===== config.mk =====
export PLATFORM = sky130hd
export DESIGN_NAME = task_ready_queue_priority
export DESIGN_NICKNAME = d
export VERILOG_FILES = /design/src/hw/rtl/trqp_pkg.sv /design/src/hw/rtl/task_ready_queue_priority.sv /design/src/hw/rtl/trqp_slot_ram.sv
export SDC_FILE = /design/constraint.sdc
export NUM_CORES = 1
export LEC_CHECK = 0
export BUFFER_PORTS_ARGS = -buffer_cell sky130_fd_sc_hd__buf_2
export CORE_UTILIZATION = 66
export DETAILED_ROUTE_END_ITERATION = 7
export GPL_TIMING_DRIVEN = 0
export PLACE_DENSITY = 0.81
export SYNTH_ARGS = -nofsm -noshare
export SYNTH_HDL_FRONTEND = slang
export SYNTH_HIERARCHICAL = 1
export SYNTH_SLANG_ARGS = --single-unit

===== constraint.sdc =====
create_clock -name clk_i -period 10.3 [get_ports clk_i]
set_clock_uncertainty 0.1 [all_clocks]
set_input_delay 1.03 -clock clk_i [delete_from_list [all_inputs] [get_ports clk_i]]
set_output_delay 1.03 -clock clk_i [all_outputs]
set_load 0.05 [all_outputs]

===== src/hw/rtl/trqp_pkg.sv =====
`timescale 1ns / 1ps
// ----------------------------------------------------------------------------
// trqp_pkg
// Shared types for the priority ready queue: operation codes, the request
// and result payloads, and the stored slot entry.
// ----------------------------------------------------------------------------
package trqp_pkg;

  typedef enum logic [1:0] {
    OP_FIFO_ENQ = 2'd0,
    OP_PRIO_ENQ = 2'd1,
    OP_DEQUEUE  = 2'd2,
    OP_PEEK     = 2'd3
  } trqp_op_e;

  typedef struct packed {
    trqp_op_e   op;
    logic [7:0] task_id;
    logic [7:0] priority_req;
  } trqp_req_t;

  typedef struct packed {
    logic       found;
    logic [7:0] task_out;
    logic [7:0] priority_out;
    logic       dropped;
    logic       queue_empty;
  } trqp_res_t;

  typedef struct packed {
    logic [7:0] task_id;
    logic [7:0] prio;
  } trqp_entry_t;

endpackage


===== src/hw/rtl/task_ready_queue_priority.sv =====
`timescale 1ns / 1ps
// ----------------------------------------------------------------------------
// task_ready_queue_priority
// Bounded ready queue of task entries kept as a ring in slot memory, with
// FIFO enqueue, priority insert behind the head, dequeue and peek.
// ----------------------------------------------------------------------------
// FIFO enqueue, dropped enqueue and empty dequeue/peek: result in the cycle after
//   the transfer, busy stays low, so one of these can be taken every cycle.
// Dequeue/peek on a non-empty queue: busy while in the head state.
// Priority enqueue with n >= 2 entries: busy through the scan and tail states;
//   the walk reads one slot per cycle from the single read port.
// Reset clears the entry count and head pointer; slot memory is not cleared.
// Results are strobed on done_o for one cycle; the receiver cannot stall.
module task_ready_queue_priority #(
  parameter int QUEUE_DEPTH = 16
) (
  input  logic                clk_i,
  input  logic                rst_ni,
  input  logic                start,
  output logic                busy,
  input  trqp_pkg::trqp_req_t req_i,
  output logic                done_o,
  output trqp_pkg::trqp_res_t res_o
);
  import trqp_pkg::*;

  localparam int IDX_W = $clog2(QUEUE_DEPTH);
  localparam int CNT_W = $clog2(QUEUE_DEPTH + 1);

  localparam logic [1:0] ST_IDLE = 2'd0;
  localparam logic [1:0] ST_SCAN = 2'd1;
  localparam logic [1:0] ST_TAIL = 2'd2;
  localparam logic [1:0] ST_HEAD = 2'd3;

  logic [1:0]       state_q, state_d;
  logic [CNT_W-1:0] count_q, count_d;
  logic [IDX_W-1:0] head_q, head_d;
  logic [IDX_W-1:0] idx_q, idx_d;
  logic             ins_q, ins_d;
  logic             deq_q, deq_d;
  trqp_entry_t      carry_q, carry_d;
  logic             done_q, done_d;
  trqp_res_t        res_q, res_d;

  logic             accept;
  logic             full;
  logic             hit;
  trqp_entry_t      new_entry;
  trqp_entry_t      rd_entry;
  logic             ram_we;
  logic [IDX_W-1:0] ram_waddr;
  logic [IDX_W-1:0] ram_raddr;
  trqp_entry_t      ram_wdata;

  // Map a queue position to its slot in the ring.
  function automatic logic [IDX_W-1:0] slot_addr(input logic [IDX_W-1:0] head,
                                                  input logic [IDX_W-1:0] pos);
    logic [IDX_W:0] sum;
    sum = {1'b0, head} + {1'b0, pos};
    if (sum >= (IDX_W+1)'(QUEUE_DEPTH)) begin
      sum = sum - (IDX_W+1)'(QUEUE_DEPTH);
    end
    return sum[IDX_W-1:0];
  endfunction

  assign accept    = start && !busy;
  assign full      = (count_q == CNT_W'(QUEUE_DEPTH));
  assign new_entry = '{task_id: req_i.task_id, prio: req_i.priority_req};
  assign hit       = !ins_q && (carry_q.prio > rd_entry.prio);

  trqp_slot_ram #(
    .Depth (QUEUE_DEPTH),
    .AddrW (IDX_W)
  ) u_slot_ram (
    .clk_i   (clk_i),
    .we_i    (ram_we),
    .waddr_i (ram_waddr),
    .wdata_i (ram_wdata),
    .raddr_i (ram_raddr),
    .rdata_o (rd_entry)
  );

  always_comb begin
    state_d   = state_q;
    count_d   = count_q;
    head_d    = head_q;
    idx_d     = idx_q;
    ins_d     = ins_q;
    deq_d     = deq_q;
    carry_d   = carry_q;
    done_d    = 1'b0;
    res_d     = '0;
    ram_we    = 1'b0;
    ram_waddr = slot_addr(head_q, count_q[IDX_W-1:0]);
    ram_wdata = carry_q;
    ram_raddr = head_q;

    case (state_q)
      ST_IDLE: begin
        if (accept) begin
          case (req_i.op)
            OP_FIFO_ENQ, OP_PRIO_ENQ: begin
              if (full) begin
                done_d            = 1'b1;
                res_d.dropped     = 1'b1;
                res_d.queue_empty = 1'b0;
              end else if (req_i.op == OP_PRIO_ENQ && count_q >= CNT_W'(2)) begin
                // walk from the entry behind the head
                state_d   = ST_SCAN;
                idx_d     = IDX_W'(1);
                ins_d     = 1'b0;
                carry_d   = new_entry;
                ram_raddr = slot_addr(head_q, IDX_W'(1));
              end else begin
                ram_we            = 1'b1;
                ram_wdata         = new_entry;
                count_d           = count_q + CNT_W'(1);
                done_d            = 1'b1;
                res_d.queue_empty = 1'b0;
              end
            end
            OP_DEQUEUE, OP_PEEK: begin
              if (count_q == '0) begin
                done_d            = 1'b1;
                res_d.queue_empty = 1'b1;
              end else begin
                state_d   = ST_HEAD;
                deq_d     = (req_i.op == OP_DEQUEUE);
                ram_raddr = head_q;
              end
            end
            default: begin
            end
          endcase
        end
      end
      ST_SCAN: begin
        // once the insert point is passed, ripple each entry one place back
        ram_we    = ins_q || hit;
        ram_waddr = slot_addr(head_q, idx_q);
        ram_wdata = carry_q;
        carry_d   = (ins_q || hit) ? rd_entry : carry_q;
        ins_d     = ins_q || hit;
        if (CNT_W'(idx_q) + CNT_W'(1) == count_q) begin
          state_d = ST_TAIL;
        end else begin
          idx_d     = idx_q + IDX_W'(1);
          ram_raddr = slot_addr(head_q, idx_q + IDX_W'(1));
        end
      end
      ST_TAIL: begin
        ram_we            = 1'b1;
        ram_wdata         = carry_q;
        count_d           = count_q + CNT_W'(1);
        done_d            = 1'b1;
        res_d.queue_empty = 1'b0;
        state_d           = ST_IDLE;
      end
      ST_HEAD: begin
        done_d             = 1'b1;
        res_d.found        = 1'b1;
        res_d.task_out     = rd_entry.task_id;
        res_d.priority_out = rd_entry.prio;
        if (deq_q) begin
          head_d            = slot_addr(head_q, IDX_W'(1));
          count_d           = count_q - CNT_W'(1);
          res_d.queue_empty = (count_q == CNT_W'(1));
        end
        state_d = ST_IDLE;
      end
      default: begin
        state_d = ST_IDLE;
      end
    endcase
  end

  always_ff @(posedge clk_i or negedge rst_ni) begin
    if (!rst_ni) begin
      state_q <= ST_IDLE;
      count_q <= '0;
      head_q  <= '0;
      idx_q   <= '0;
      ins_q   <= 1'b0;
      deq_q   <= 1'b0;
      done_q  <= 1'b0;
    end else begin
      state_q <= state_d;
      count_q <= count_d;
      head_q  <= head_d;
      idx_q   <= idx_d;
      ins_q   <= ins_d;
      deq_q   <= deq_d;
      done_q  <= done_d;
    end
  end

  always_ff @(posedge clk_i) begin
    carry_q <= carry_d;
    res_q   <= res_d;
  end

  assign busy   = (state_q != ST_IDLE);
  assign done_o = done_q;
  assign res_o  = res_q;

`ifndef NO_ASSERTIONS
  a_count_bound: assert property (@(posedge clk_i) disable iff (!rst_ni)
    count_q <= CNT_W'(QUEUE_DEPTH))
    else $error("entry count exceeds queue depth");

  a_empty_flag: assert property (@(posedge clk_i) disable iff (!rst_ni)
    done_o |-> (res_o.queue_empty == (count_q == '0)))
    else $error("queue_empty disagrees with entry count");

  a_drop_full: assert property (@(posedge clk_i) disable iff (!rst_ni)
    (done_o && res_o.dropped) |-> (full && !res_o.found))
    else $error("enqueue dropped while queue not full");

  a_scan_range: assert property (@(posedge clk_i) disable iff (!rst_ni)
    (state_q == ST_SCAN) |-> (count_q >= CNT_W'(2) && CNT_W'(idx_q) < count_q))
    else $error("priority walk outside stored entries");
`endif

endmodule


===== src/hw/rtl/trqp_slot_ram.sv =====
`timescale 1ns / 1ps
// ----------------------------------------------------------------------------
// trqp_slot_ram
// Slot storage for the ready queue: one write port and one read port, read
// data registered, no reset on the contents.
// ----------------------------------------------------------------------------
module trqp_slot_ram #(
  parameter int Depth = 16,
  parameter int AddrW = 4
) (
  input  logic                 clk_i,
  input  logic                 we_i,
  input  logic [AddrW-1:0]     waddr_i,
  input  trqp_pkg::trqp_entry_t wdata_i,
  input  logic [AddrW-1:0]     raddr_i,
  output trqp_pkg::trqp_entry_t rdata_o
);
  import trqp_pkg::*;

  trqp_entry_t mem_q [Depth];
  trqp_entry_t rdata_q;

  always_ff @(posedge clk_i) begin
    if (we_i) begin
      mem_q[waddr_i] <= wdata_i;
    end
  end

  always_ff @(posedge clk_i) begin
    rdata_q <= mem_q[raddr_i];
  end

  assign rdata_o = rdata_q;

endmodule

==> impl_metrics.py <==
metrics = {
    "run_status": {
        "status": "completed",
    },
    "detailed_routing": {
        "wl_um": 30500,
        "via_count": 7506,
        "routedWlPerCell_um": 27.1,
        "antenna_left": 0,
        "drt_iter0_markers": 735,
        "drt-vias-per-instance": 6.68,
        "drc": 0,
        "first_pass_iters": 5,
    },
    "sta": {
        "min_period_over_period": 0.461,
        "setup_viol": 0,
        "tightest_slew_ns": 1.02,
        "rsz0062_at_grt": "no",
        "fin_tns_setup_ns": 0,
        "setup_ws_ns": 5.55,
        "relSlewSlack": 0.316,
        "fmax_mhz": 210,
        "hold_violations": 0,
        "post-route-min-period_ns": 4.75,
        "final-max-slew-violation-count": 0,
    },
    "die": {
        "die_y_um": 145,
        "start_util": 0.680,
        "rows": 51,
        "io_pins": 42,
        "die_area_mm2": 0.0209,
        "coreArea_mm2": 0.0197,
        "die_x_um": 145,
    },
    "power": {
        "combPwrFrac": 0.415,
        "swShare": 0.362,
        "p_total_mw": 5.30,
        "ir_worst_vdd_v": 0.000208,
        "powerDensity_mw_per_mm2": 349,
        "leakage_nw": 5.26,
        "p_sw_mw": 1.92,
        "p_clk_frac": 0.222,
        "internal_power_mw": 3.38,
        "pwr-share-seq": 0.363,
    },
    "place": {
        "dp_slack_ns": 5.44,
        "gp_congestion": 0.921,
        "dpl.hpwl_um": 19700,
        "io_buffers": 40,
        "dpl.cell_count": 1067,
    },
    "synth": {
        "synth-edff-count": 272,
        "netlist_area_mm2": 0.0134,
        "ys_warn_count": 6,
        "ys_ff_latch": 325,
        "ys.flop_type": "edfxtp_1",
        "synth_cell_types": 61,
        "syn_nets": 799,
        "async_flop_share": 0.0554,
        "ys_seq_area_frac": 0.695,
        "synth_cells": 751,
        "synth.avg_cell_area_um2": 17.9,
    },
    "job": {
        "cap_viol_max_count": 0,
    },
    "layout": {
        "mostFrequentLayoutCells": "272 x edfxtp_1, 54 x mux4_2, 45 x buf_2",
        "stdcell_count": 1123,
        "antennaDiodeCount": 0,
        "fill_cells": 1026,
        "nets": 882,
        "area_growth_pct": 13.4,
        "drive_gt1_frac": 0.268,
        "final_common_cell": "edfxtp_1",
    },
    "clock_tree": {
        "post_cts_buffers": 0,
        "hold_buffers": 0,
        "cts_buffers": 30,
        "clk_pin_slew_ns": 0.07,
        "cts_sinks": 325,
        "cts_max_level": 1,
        "clk_path_buf_depth": 3,
        "cts_tree": "done",
        "root_buffer": "clkbuf_16",
        "cts.repair.resized": 0,
        "clkLatencyLatePin_ns": 0.55,
    },
    "critical_path": {
        "worstPathMaxFanout": 9,
        "critPathCaptureType": "flip-flop",
        "cp_slowest_cell": "a221oi_1",
        "cp_num_buf_inv": 2,
        "worst_setup_path_start_kind": "flip-flop",
        "cpLargestDelayFamily": "simple AND/OR/NAND/NOR gates",
        "crit_chain": "inv_1 > ha_1 > nand4bb_1 > nor3b_2 > a21oi_1 > and2_1 > a221oi_1 > or3b_2 > nor3_2 > buf_8",
        "worstRegToRegCells": 10,
        "rrSetupSlack_ns": 5.55,
        "reg2reg_to": "u_slot_ram/mem_q[0][9]$_DFFE_PP_",
        "worst-setup-path-type": "flip-flop to flip-flop",
        "crit_arrival_ns": 4.91,
        "cp_data_required_time_ns": 10.45,
        "slowest_delay_ns": 0.67,
        "regToRegStartpoint": "count_q[1]$_DFFE_PN0P_",
    },
    "global_routing": {
        "antenna_found_initial": 0,
        "grt_pass1_vias": 7556,
        "grt_overflow_total": 0,
        "grt_max_degree": 19,
        "grt_pass1_wl_um": 45100,
        "track_usage": 0.308,
    },
    "min_path": {
        "hold_path_class": "primary input to async pin",
    },
}
## logic make-up (layout without fill, tap and decap cells)
family	Yosys count	after routing	synth area share
DFF	325	325	0.695
adders and majority gates	27	27	0.0263
and+or+nand+nor	122	122	0.0471
muxes	102	102	0.142
AOI/OAI and AO/OA	91	91	0.0507
xor gates and xnor gates	23	23	0.0161
buffers and inverters	61	168	0.0229
## worst register-to-register path, stage by stage (launching register included)
cell,delay [ns]
dfrtp_1,0.55
inv_1,0.23
ha_1,0.28
nand4bb_1,0.18
nor3b_2,0.55
a21oi_1,0.20
and2_1,0.20
a221oi_1,0.67
or3b_2,0.58
nor3_2,0.66
buf_8,0.24
## cell type report
class | count | area [µm²] | share of cell area
clock inverter | 21 | 264 | 0.0174
multi-input combinational | 365 | 3840 | 0.252
timing repair buffer | 51 | 350 | 0.0230
buffer | 39 | 224 | 0.0147
tap | 265 | 332 | 0.0218
clock buffer | 35 | 791 | 0.0520
inverter | 22 | 82.6 | 0.00543
sequential | 325 | 9320 | 0.613
## per-stage QoR
step / hold slack [ns] / instance area [µm²] / utilization
detailed placement: 0.347 / 14100 / 0.717
floorplan: 0.329 / 13400 / -
CTS: 0.325 / 15200 / 0.771
finish: 0.331 / 15200 / 0.771
global placement: 0.346 / 13900 / 0.707
global route: 0.358 / 15200 / 0.771
## power by group through the flow
stage	registers (mW)	clock network, mW	logic [mW]
after floorplan	1.95	0	1.44
after global placement	1.92	0	1.98
after detailed placement	1.94	0	2.13
after CTS	1.92	1.19	2.17
after global routing	1.94	1.23	2.32
final	1.92	1.17	2.20
## cells in the mapped netlist (2+ instances only)
library cell  number  area share
edfxtp_1         272        0.61
mux4_2            54       0.091
dfxtp_1           35       0.052
mux2_2            33       0.028
a22oi_1           32       0.018
nand2_1           32      0.0090
ha_1              25       0.023
inv_1             22      0.0062
nor2_1            22      0.0062
a21oi_1           18      0.0067
and2_1            18      0.0084
dfrtp_1           18       0.034
clkbuf_1          17      0.0048
xnor2_1           15      0.0098
nor3_1            12      0.0045
nand3_1           11      0.0041
mux4_1            10       0.020
buf_6              7      0.0059
xor2_1             7      0.0046
a21o_1             6      0.0034
o21ai_0            6      0.0022
buf_1              5      0.0014
buf_2              5      0.0019
buf_4              5      0.0028
mux2i_1            5      0.0037
nor2b_1            5      0.0023
a31oi_1            4      0.0019
nand4_1            4      0.0019
nand2b_1           3      0.0014
o211ai_1           3      0.0017
a2111oi_0          2      0.0013
a211o_1            2      0.0013
a221o_1            2      0.0015
a311oi_1           2      0.0013
fa_1               2      0.0030
nand3b_1           2      0.0011
nor4_1             2     0.00093
o21ai_1            2     0.00075
or3b_2             2      0.0013
## worst max-delay path by stage
stage	from	to	cells past startpoint
4_1_cts	state_q[1]$_DFFE_PN0P_	u_slot_ram/mem_q[14][12]$_DFFE_PP_	11
3_5_place_dp	start	u_slot_ram/mem_q[14][12]$_DFFE_PP_	8
2_1_floorplan	req_i[17]	u_slot_ram/mem_q[0][0]$_DFFE_PP_	7
5_1_grt	count_q[1]$_DFFE_PN0P_	u_slot_ram/mem_q[0][10]$_DFFE_PP_	10
3_3_place_gp	start	u_slot_ram/mem_q[0][10]$_DFFE_PP_	8
6_report	count_q[1]$_DFFE_PN0P_	u_slot_ram/mem_q[0][9]$_DFFE_PP_	10
## sequential cells by signal, indices dropped and copies added (netlist names), 2 cells and up
signal              count
count_q                 5
u_slot_ram/rdata_o     16
state_q                 2
idx_q                   4
res_o                  19
head_q                  4
carry_q                16
u_slot_ram/mem_q      256
## routing by layer
metal / part of all wire / global-route usage / up-vias
li1: - / - / 3148
met1: 0.40 / 0.427 / 3811
met2: 0.47 / 0.485 / 470
met3: 0.095 / 0.0636 / 77
met4: 0.034 / 0.120 / 0
met5: 0 / 0 / -
Note: power is estimated with default switching activity, not from simulation.
